File: src/hw/rtl/rwib_pkg.sv
// Shared types, codes and fixed widths for the RAID write-intent bitmap unit.
package rwib_pkg;

    localparam int FUNC_W     = 3;
    localparam int SID_W      = 12;
    localparam int WIDX_W     = 7;
    localparam int DATA_W     = 32;
    localparam int CNT_W      = 16;
    localparam int SCNT_W     = 13;
    localparam int CFG_IDX_W  = 2;
    localparam int CFG_DATA_W = 16;
    localparam int DIV_CNT_W  = 4;

    localparam logic [CFG_IDX_W-1:0] CFG_LOG_ENABLE   = 2'd0;
    localparam logic [CFG_IDX_W-1:0] CFG_STRIPE_COUNT = 2'd1;
    localparam logic [CFG_IDX_W-1:0] CFG_COPY_PERIOD  = 2'd2;

    localparam logic [SCNT_W-1:0] STRIPE_COUNT_RST = 13'd4096;
    localparam logic [CNT_W-1:0]  COPY_PERIOD_RST  = 16'd100;

    typedef enum logic [FUNC_W-1:0] {
        FUNC_LOG        = 3'd0,
        FUNC_UNLOG      = 3'd1,
        FUNC_CHECKPOINT = 3'd2,
        FUNC_FIND       = 3'd3,
        FUNC_READ       = 3'd4,
        FUNC_WRITE      = 3'd5
    } func_t;

    typedef enum logic [3:0] {
        ST_CLEAR,
        ST_IDLE,
        ST_MOD,
        ST_PREP,
        ST_UPDATE,
        ST_COPY_RD,
        ST_COPY_WR,
        ST_SCAN_RD,
        ST_SCAN_CHK,
        ST_DONE
    } state_t;

    typedef struct packed {
        logic clear_wr;
        logic load;
        logic prep;
        logic update;
        logic rd_walk;
        logic copy_wr;
        logic walk_inc;
        logic scan_chk;
        logic out_load;
        logic mod_start;
        logic mod_step;
    } dp_cmd_t;

    typedef struct packed {
        logic [FUNC_W-1:0] func;
        logic              sid_ok;
        logic              walk_last;
        logic              copy_hit;
        logic              scan_hit;
        logic              scan_last;
        logic              mod_last;
        logic              period_wr;
    } dp_stat_t;

endpackage

File: src/hw/rtl/rwib_ctrl.sv
// Sequencing state machine for the write-intent bitmap unit.
module rwib_ctrl
    import rwib_pkg::*;
(
    input  logic                  aclk,
    input  logic                  aresetn,
    input  logic                  s_valid,
    output logic                  s_ready,
    input  logic [FUNC_W-1:0]     s_func,
    output logic                  m_valid,
    input  logic                  m_ready,
    output dp_cmd_t               cmd,
    input  dp_stat_t              stat
);

    state_t state_reg, state_next;
    logic   m_valid_reg, m_valid_next;

    always_ff @(posedge aclk) begin
        if (!aresetn) begin
            state_reg   <= ST_CLEAR;
            m_valid_reg <= 1'b0;
        end else begin
            state_reg   <= state_next;
            m_valid_reg <= m_valid_next;
        end
    end

    always_comb begin
        state_next = state_reg;
        cmd        = '0;
        s_ready    = 1'b0;
        unique case (state_reg)
            ST_CLEAR: begin
                cmd.clear_wr = 1'b1;
                cmd.walk_inc = 1'b1;
                if (stat.walk_last) begin
                    state_next = ST_IDLE;
                end
            end
            ST_IDLE: begin
                s_ready = !stat.period_wr;
                if (stat.period_wr) begin
                    cmd.mod_start = 1'b1;
                    state_next    = ST_MOD;
                end else if (s_valid) begin
                    cmd.load = 1'b1;
                    case (s_func) inside
                        FUNC_CHECKPOINT: begin
                            state_next = ST_COPY_RD;
                        end
                        FUNC_LOG, FUNC_UNLOG, FUNC_FIND, FUNC_READ, FUNC_WRITE: begin
                            state_next = ST_PREP;
                        end
                        default: begin
                            state_next = ST_DONE;
                        end
                    endcase
                end
            end
            ST_MOD: begin
                if (stat.period_wr) begin
                    cmd.mod_start = 1'b1;
                end else begin
                    cmd.mod_step = 1'b1;
                    if (stat.mod_last) begin
                        state_next = ST_IDLE;
                    end
                end
            end
            ST_PREP: begin
                cmd.prep = 1'b1;
                if (stat.func == FUNC_FIND) begin
                    state_next = stat.sid_ok ? ST_SCAN_RD : ST_DONE;
                end else begin
                    state_next = ST_UPDATE;
                end
            end
            ST_UPDATE: begin
                cmd.update = 1'b1;
                state_next = stat.copy_hit ? ST_COPY_RD : ST_DONE;
            end
            ST_COPY_RD: begin
                cmd.rd_walk = 1'b1;
                state_next  = ST_COPY_WR;
            end
            ST_COPY_WR: begin
                cmd.copy_wr = 1'b1;
                if (stat.walk_last) begin
                    state_next = ST_DONE;
                end else begin
                    cmd.walk_inc = 1'b1;
                    state_next   = ST_COPY_RD;
                end
            end
            ST_SCAN_RD: begin
                cmd.rd_walk = 1'b1;
                state_next  = ST_SCAN_CHK;
            end
            ST_SCAN_CHK: begin
                cmd.scan_chk = 1'b1;
                if (stat.scan_hit || stat.scan_last) begin
                    state_next = ST_DONE;
                end else begin
                    cmd.walk_inc = 1'b1;
                    state_next   = ST_SCAN_RD;
                end
            end
            ST_DONE: begin
                if (!m_valid_reg || m_ready) begin
                    cmd.out_load = 1'b1;
                    state_next   = ST_IDLE;
                end
            end
            default: begin
                state_next = ST_CLEAR;
            end
        endcase
    end

    always_comb begin
        if (cmd.out_load) begin
            m_valid_next = 1'b1;
        end else if (m_ready) begin
            m_valid_next = 1'b0;
        end else begin
            m_valid_next = m_valid_reg;
        end
    end

    assign m_valid = m_valid_reg;

endmodule

File: config.mk
export PLATFORM = sky130hd
export DESIGN_NAME = rwib_ctrl
export DESIGN_NICKNAME = d
export VERILOG_FILES = /design/src/hw/rtl/rwib_pkg.sv /design/src/hw/rtl/rwib_ctrl.sv
export SDC_FILE = /design/constraint.sdc
export NUM_CORES = 1
export LEC_CHECK = 0
export BUFFER_PORTS_ARGS = -buffer_cell sky130_fd_sc_hd__buf_2
export CAP_MARGIN = 20
export CORE_MARGIN = 10
export CORE_UTILIZATION = 39
export DETAILED_ROUTE_END_ITERATION = 7
export HOLD_SLACK_MARGIN = 0.08
export PLACE_DENSITY = 0.71
export SLEW_MARGIN = 20
export SYNTH_ARGS = -nofsm -noshare
export SYNTH_HDL_FRONTEND = slang
export SYNTH_SLANG_ARGS = --single-unit
File: constraint.sdc
create_clock -name aclk -period 1.6 [get_ports aclk]
set_clock_uncertainty 0.1 [all_clocks]
set_input_delay 0.48 -clock aclk [delete_from_list [all_inputs] [get_ports aclk]]
set_output_delay 0.48 -clock aclk [all_outputs]
set_load 0.02 [all_outputs]
==> results of run 1 <==
## layout make-up
class	instances	area, um^2
antenna	1	2.502
clock buffer	3	22.52
clock inverter	1	5.005
fill	52	90.09
inverter	2	12.51
multi-input combinational	65	568.0
sequential	5	102.6
tap	15	18.77
timing repair buffer	63	511.7
## cells in the mapped netlist
cell type and n:
a21o_1 1, a21oi_1 4, a221oi_1 1, a2bb2oi_1 2
a311oi_1 1, a31oi_1 1, a41oi_1 1, and2_1 1
and3b_1 1, and4_1 1, buf_1 2, buf_2 1
buf_4 1, buf_6 1, clkbuf_1 2, dfxtp_1 5
inv_1 2, nand2_1 2, nand2b_1 5, nand3_1 2
nand3b_1 2, nand4_1 1, nor2_1 13, nor2b_1 5
nor3_1 2, nor3b_1 1, nor4_1 2, nor4b_1 2
o2111ai_2 1, o21ai_0 5, o21ai_2 1, o21ba_2 1
o31ai_1 1, o31ai_2 1, or3_1 1, or4b_4 1
or4bb_1 1, xnor2_1 1
## worst max-delay path, cell delays in order (launching register included)
cell and delay [ns]:
dfxtp_2 0.33, or4b_4 0.58, nor2_4 0.15, and2_4 0.16
buf_6 0.11
## repair_timing
item	in CTS	in global routing
setup endpoints to repair	16	16
pin swaps	12	8
resized for setup	46	13
endpoints found under the hold margin	0	0
hold buffers	0	0
setup buffers	17	4
## path summary, 6_finish.rpt
path / from / to / slack (ns)
worst max-delay path: state_reg[1]$_SDFFE_PN0P_ / cmd[9] / -0.58
worst min-delay path: aresetn / m_valid$_SDFFE_PN0P_ / 0.43
worst max register to register: state_reg[1]$_SDFFE_PN0P_ / state_reg[1]$_SDFFE_PN0P_ / -0.50
worst min register to register: state_reg[3]$_SDFFE_PN0P_ / m_valid$_SDFFE_PN0P_ / 0.74
## per-stage QoR
stage | hold WS [ns] | setup WS (ns) | instances
after detailed placement | 0.6384 | -0.2726 | 132
after floorplan | 0.5082 | -0.2905 | 79
after CTS | 0.4143 | -0.4796 | 150
final | 0.4317 | -0.5838 | 155
after global placement | 0.6338 | -0.2187 | 132
after global routing | 0.4195 | -0.5932 | 155
## logic make-up (layout without fill, tap and decap cells)
group / count (synthesis) / after routing / synth area share [%]
buffers and inverters: 9 / 69 / 8.205
other: 0 / 1 / 0
AO/OA/AOI/OAI: 21 / 21 / 27.72
AND/OR/NAND/NOR: 43 / 43 / 44.79
XOR/XNOR: 1 / 1 / 1.552
flip-flops: 5 / 5 / 17.74
## power groups by stage
| stage | Combinational (W) | Clock [W] | Sequential, W |
|---|---|---|---|
| final | 0.00137 | 0.000172 | 0.000181 |
| after global routing | 0.00142 | 0.000180 | 0.000181 |
| after CTS | 0.00114 | 0.000152 | 0.000165 |
| after detailed placement | 0.000823 | 0 | 0.000164 |
| after global placement | 0.000803 | 0 | 0.000163 |
| after floorplan | 0.000535 | 0 | 0.000166 |
## routing by layer
layer | vias to the layer above | global-route usage (%) | part of all wire [%]
li1 | 413 | - | -
met3 | 34 | 5.447 | 12
met4 | 0 | 5.705 | 9.6
met1 | 454 | 17.03 | 33
met2 | 104 | 30.06 | 45
met5 | - | 0 | 0
==> run summary, run 1 <==
The mean number of vias per cell is 6.484. The final reports fail on negative setup slack. The tool flagged a number of max-cap violations equal to 0. At the later pin of the worst-skew pair, clock insertion delay measures 0.28 ns.

Counting every net in the synthesized netlist gives 96. The layout overhead on the synthesized area was 120.4%; the synthesized instance count was 79. The post-synthesis cell area is 564.3 um^2. The clock net in this run drives a total of 5 sinks. The count of cells along the worst register-to-register path works out to 7. For the first-pass GRT wire length, the log shows 4574 um. Entering global routing, the biggest net connects 17 pins. Before antenna repair, the detailed router went through 4 iterations.

In this run the horizontal extent of the chip is 58.04 um. Across all layers, the routed design uses 1005 vias. The HPWL after detailed placement is 1620 um. The die is 58.04 um tall.

After routing the design area is 1244 um^2. For this design the top-level I/O count stands at 30. For the final count of negative-setup-slack endpoints, the log shows 16. Routability-driven placement finished with a final weighted congestion of 0.8179. The tools report the fraction of the core area covered by cells at the end of the flow as 93.25%. The tools report the combinational share of power as 79.5%.

Of the total power, the clock network draws 10.0%. Clock-pin slew was measured on the worst setup and hold paths at 0.05 ns. In the final routed layout, each cell accounts on average for 25.44 um. For the pin with the worst max-slew slack, the measured transition is 0.3219 ns. The library cell used most frequently in the layout, excluding fill and tap cells, is buf_4.

The biggest area contributor in the post-synthesis netlist is dfxtp_1. The synthesized flop and latch total was 5; the clock tree buffer depth was 2. The overall global routing resource usage came out at 16.48%.

The core outline area is 1334 um^2, and the average cell area after synthesis is 7.143 um^2. Total internal power: 0.0009201 W. The tools report the final total power as 0.001723 W. In the post-synthesis netlist, the biggest area contributors are dfxtp_1 (18%), nor2_1 (8.6%), nand2b_1 (5.5%).

Summed over all nets, the switching power comes to 0.0008033 W. The class of the tightest hold or removal check was input pin to flip-flop. The tools report the part of the total power dissipated in sequential elements as 10.5%.

The tools report the sequential fraction of the synthesis area as 17.74%. For the total number of yosys warnings, the log shows 0. The run gives -6.889 ns as the setup TNS after final layout. The synthesized netlist contains 38 unique library cells. The static leakage power was 0.5449 nW; the number of hold violations in the final report was 0. For the via count of the first global-routing pass, the log shows 938. The flow ran to the end, but the final reports show violations. The final worst setup slack was -0.5838 ns. The detailed router finished its first iteration with 53 violations. Headroom to the max-slew limit came out at 78.54%.

The number of cells on the worst hold path was 2; the maximum fanout along the worst path was 3. The power density of the placed cells is 1386 nW/um^2. The final critical delay including setup and external delays is 2.184 ns. The maximum level of the CTS H-tree came out at 1. The maximum achievable frequency was 457.9 MHz; the starting utilization of the core area was 42.31%. The library cells used most frequently in the layout, excluding fill and tap cells, are buf_4 (25), buf_6 (19), buf_2 (18).

Cells with a size suffix above 1 make up 68.35% of the layout. The tools report the overall die area as 3369 um^2. Summing all placed instances gives a cell area of 843.3 um^2. The max-slew violation count was 0. The type of element launching the critical path was a flip-flop. The final global-route overflow total is 0, and the maximum vdd drop is 0.0009516 V. The worst setup path is of the flip-flop to output port kind. Net switching is 46.61% of the power. Ratio of final minimum period to clock period: 136.5%.

At the worst endpoint, the arrival time is 1.60 ns. Once detail routing completed, the nets flagged for antenna violations numbered 0. The top cell type by area accounts for 17.74% of the synthesized area. For this run, design rule violations remaining after detail routing come to 0. The floorplan has 13 rows. STA puts the critical path data required time at 1.02 ns. TritonCTS built the clock tree. The cell at the root of the clock tree was clkbuf_4.

Number of antenna violations at the first check in global routing: 1. The number of I/O port buffers is 29. The register with the most flip-flops in the layout has 4 of them. Setup repair after global routing could not meet its margin everywhere. Buffers inserted during clock tree synthesis total 3. The final routed wirelength across all metal layers is 3943 um. The critical path capture point type is an output port. The post-layout net count came out at 157.
Power figures use the tool's default switching activity.
==> inputs of run 2 (changes only) <==
- SKIP_CTS_REPAIR_TIMING: not set -> 1
==> run 2 against run 1 <==
Compared with the run above:
- the flow still finishes with violations (negative setup slack)
- sequential power shrank 7%
- count of clock-buffer cells in the layout is the same
- core utilization shrank 9.9 points
- setup slack gained 0.098 ns
- die area is the same
- non-clock buffer count shrank 11
- critical path depth is the same
- critical endpoint unchanged
- largest cell class unchanged
==> run summary, run 2 (synthesized netlist as in run 1, its figures left out) <==
TritonCTS built the clock tree. The die covers 3369 um^2. The worst setup path is of the flip-flop to output port kind. The register with the most flip-flops in the layout has 4 of them. Proportion of power drawn by the clock network: 9.6%.

In the routed design, unresolved DRC markers number 0. Starting utilization of the core area: 42.31%. The worst hold path begins at aresetn. In this run the tightest slew margin relative to its limit is 78.44%. At the pin with the least slew margin, the transition time is 0.3234 ns. The sequential cells in the finished layout cover a total of 102.6 um^2. The first-pass GRT wire length is 3263 um.

Clock-pin slew was measured on the worst setup and hold paths at 0.05 ns. For the maximum number of pins on one net before global-route repair, the log shows 17. The post-route netlist has 64.06% of its cells at a drive strength greater than 1. Static leakage power: 0.4782 nW. The run gives 79.2% as the combinational share of power. The number of hold violations in the final report was 0.

The number of antenna diodes in the final layout is 0. Global routing used 11.33% of the available tracks. Setup repair after global routing could not meet its margin everywhere.

For this block, the initial DRC count from the detailed router was 22. The number of clock sinks is 5. The number of I/O port buffers works out to 29. The launching point of the worst reg2reg path is state_reg[1]$_SDFFE_PN0P_. The HPWL after detailed placement is 1620 um. The required time at the worst-slack endpoint is 1.02 ns.

In the final routed layout, each cell accounts on average for 17.34 um. The vertical die dimension came out at 58.04 um. For this run, the slowest stage of the critical path takes 0.57 ns. The run gives 0.24 ns as the insertion delay of the later-clocked pin in the worst-skew pair.

The signal on the critical path passes through or4b_4 > nor2_4 > and2_4 > buf_6. The root buffer cell chosen for the clock tree is clkbuf_4. In this run the power spent charging and discharging nets is 0.0006568 W. The path class of the tightest hold or removal check is input pin to flip-flop. The worst setup path is launched from a flip-flop.

For this run, the top clock speed supported by timing is 479.5 MHz. In this run, CTS created clock tree buffers numbering 3. The via count of the first global-routing pass came out at 714. The critical path capture point type is an output port. The worst path needs 2.085 ns of the cycle, external delays included. Setup violations remaining at the end of the flow were counted as 16. The slowest stage of the critical path belongs to the cell or4b_4.

The flow ran to the end, but the final reports show violations. The multi-input combinational cells in the finished layout cover a total of 536.8 um^2. The checks that failed: negative setup slack. Total internal power: 0.0008540 W. Compared with the post-synthesis result, the final layout area differs by 96.90%.

Maximum vdd drop: 0.0008985 V. Of the total power, registers draw 11.1%. After global routing the overflow that remains totals 0. The core region is 1334 um^2.

The final estimated routing congestion in global placement came out at 0.8179. Along the worst path, the maximum fanout reaches 3. Once detail routing completed, the nets flagged for antenna violations numbered 0. The post-layout net count is 146.

The max-slew violation count is 0, and the detailed-route via count is 816. Power spread over the standard cell area amounts to 1360 nW/um^2. The fraction of the core area covered by cells at the end of the flow was 83.30%; the mean number of vias per cell was 5.706. The tool flagged a number of max-cap violations equal to 0.

The logs give 30 for the I/O pin total and 0.001511 W for the final total power. For the final routed wirelength across all metal layers, the log shows 2479 um. The die outline width is 58.04 um. No sink is reached through more buffers than the 2 on the longest clock path.

The signal arrival time at the worst endpoint is 1.51 ns. The top cell types in the final layout, fill and taps aside, are buf_4 (22), buf_2 (18), nor2_1 (8), buf_6 (8). The ratio of final minimum period to clock period came out at 130.3%. For the final worst setup slack, the log shows -0.4854 ns. The floorplan has 13 rows.

Origin of the worst setup path: state_reg[1]$_SDFFE_PN0P_. The first TritonRoute pass finished after 4 iterations. The number of antenna violations at the first check in global routing is 0, and the switching power as a share of total power is 43.47%.

The most common cell after layout, fill and taps aside is buf_4. The maximum level of the CTS H-tree was 1; the count of fill cells added during filler insertion was 93.
run 2: changes by cell type in the layout (fill, tap and decap cells not counted), sizes merged:
cell and delta:
diode -1, buf -12, clkbuf +1
run 2: layout make-up:
class | count | share of cell area (%)
Multi-Input combinational cell | 65 | 48.31
Tap cell | 15 | 1.689
Clock inverter | 1 | 0.4504
Clock buffer | 3 | 2.027
Sequential cell | 5 | 9.234
Inverter | 2 | 0.9009
Timing Repair Buffer | 52 | 37.39
run 2: final timing paths:
check | endpoint | slack [ns] | depth (start not counted)
setup / recovery | cmd[9] | -0.49 | 4
setup reg to reg | state_reg[2]$_SDFFE_PN0P_ | -0.31 | 6
hold reg to reg | m_valid$_SDFFE_PN0P_ | 0.69 | 4
hold / removal | m_valid$_SDFFE_PN0P_ | 0.42 | 2
run 2: critical path, delay by kind of cell, from the launching register on:
| kind | cells | cell delay, ns |
|---|---|---|
| simple gates | 3 | 0.84 |
| flops | 1 | 0.31 |
| buf+inv | 1 | 0.11 |
run 2: metrics by stage:
| stage | worst slack [ns] | setup TNS, ns | area (um^2) | hold WS [ns] | cells |
|---|---|---|---|---|---|
| after floorplan | -0.2905 | -2.212 | 605.6 | 0.5082 | 79 |
| after global placement | -0.2187 | -1.666 | 843.3 | 0.6338 | 132 |
| after detailed placement | -0.2726 | -2.100 | 843.3 | 0.6384 | 132 |
| after CTS | -0.5463 | -5.322 | 870.8 | 0.3958 | 136 |
| after global routing | -0.5296 | -5.773 | 1111 | 0.4353 | 143 |
| final | -0.4854 | -5.016 | 1111 | 0.4207 | 143 |
run 2: routing by layer:
metal	up-vias	wire length (um)	GRT usage [%]
met5	-	0	0
li1	386	-	-
met1	401	1055	12.98
met4	0	18	1.678
met2	27	1244	19.17
met3	2	160	5.011
run 2: power groups by stage:
stage | registers, W | clock network (W) | logic [W]
floorplan | 0.000166 | 0 | 0.000535
global placement | 0.000163 | 0 | 0.000803
detailed placement | 0.000164 | 0 | 0.000823
CTS | 0.000162 | 0.000152 | 0.000826
global route | 0.000168 | 0.000159 | 0.00127
finish | 0.000168 | 0.000145 | 0.00120
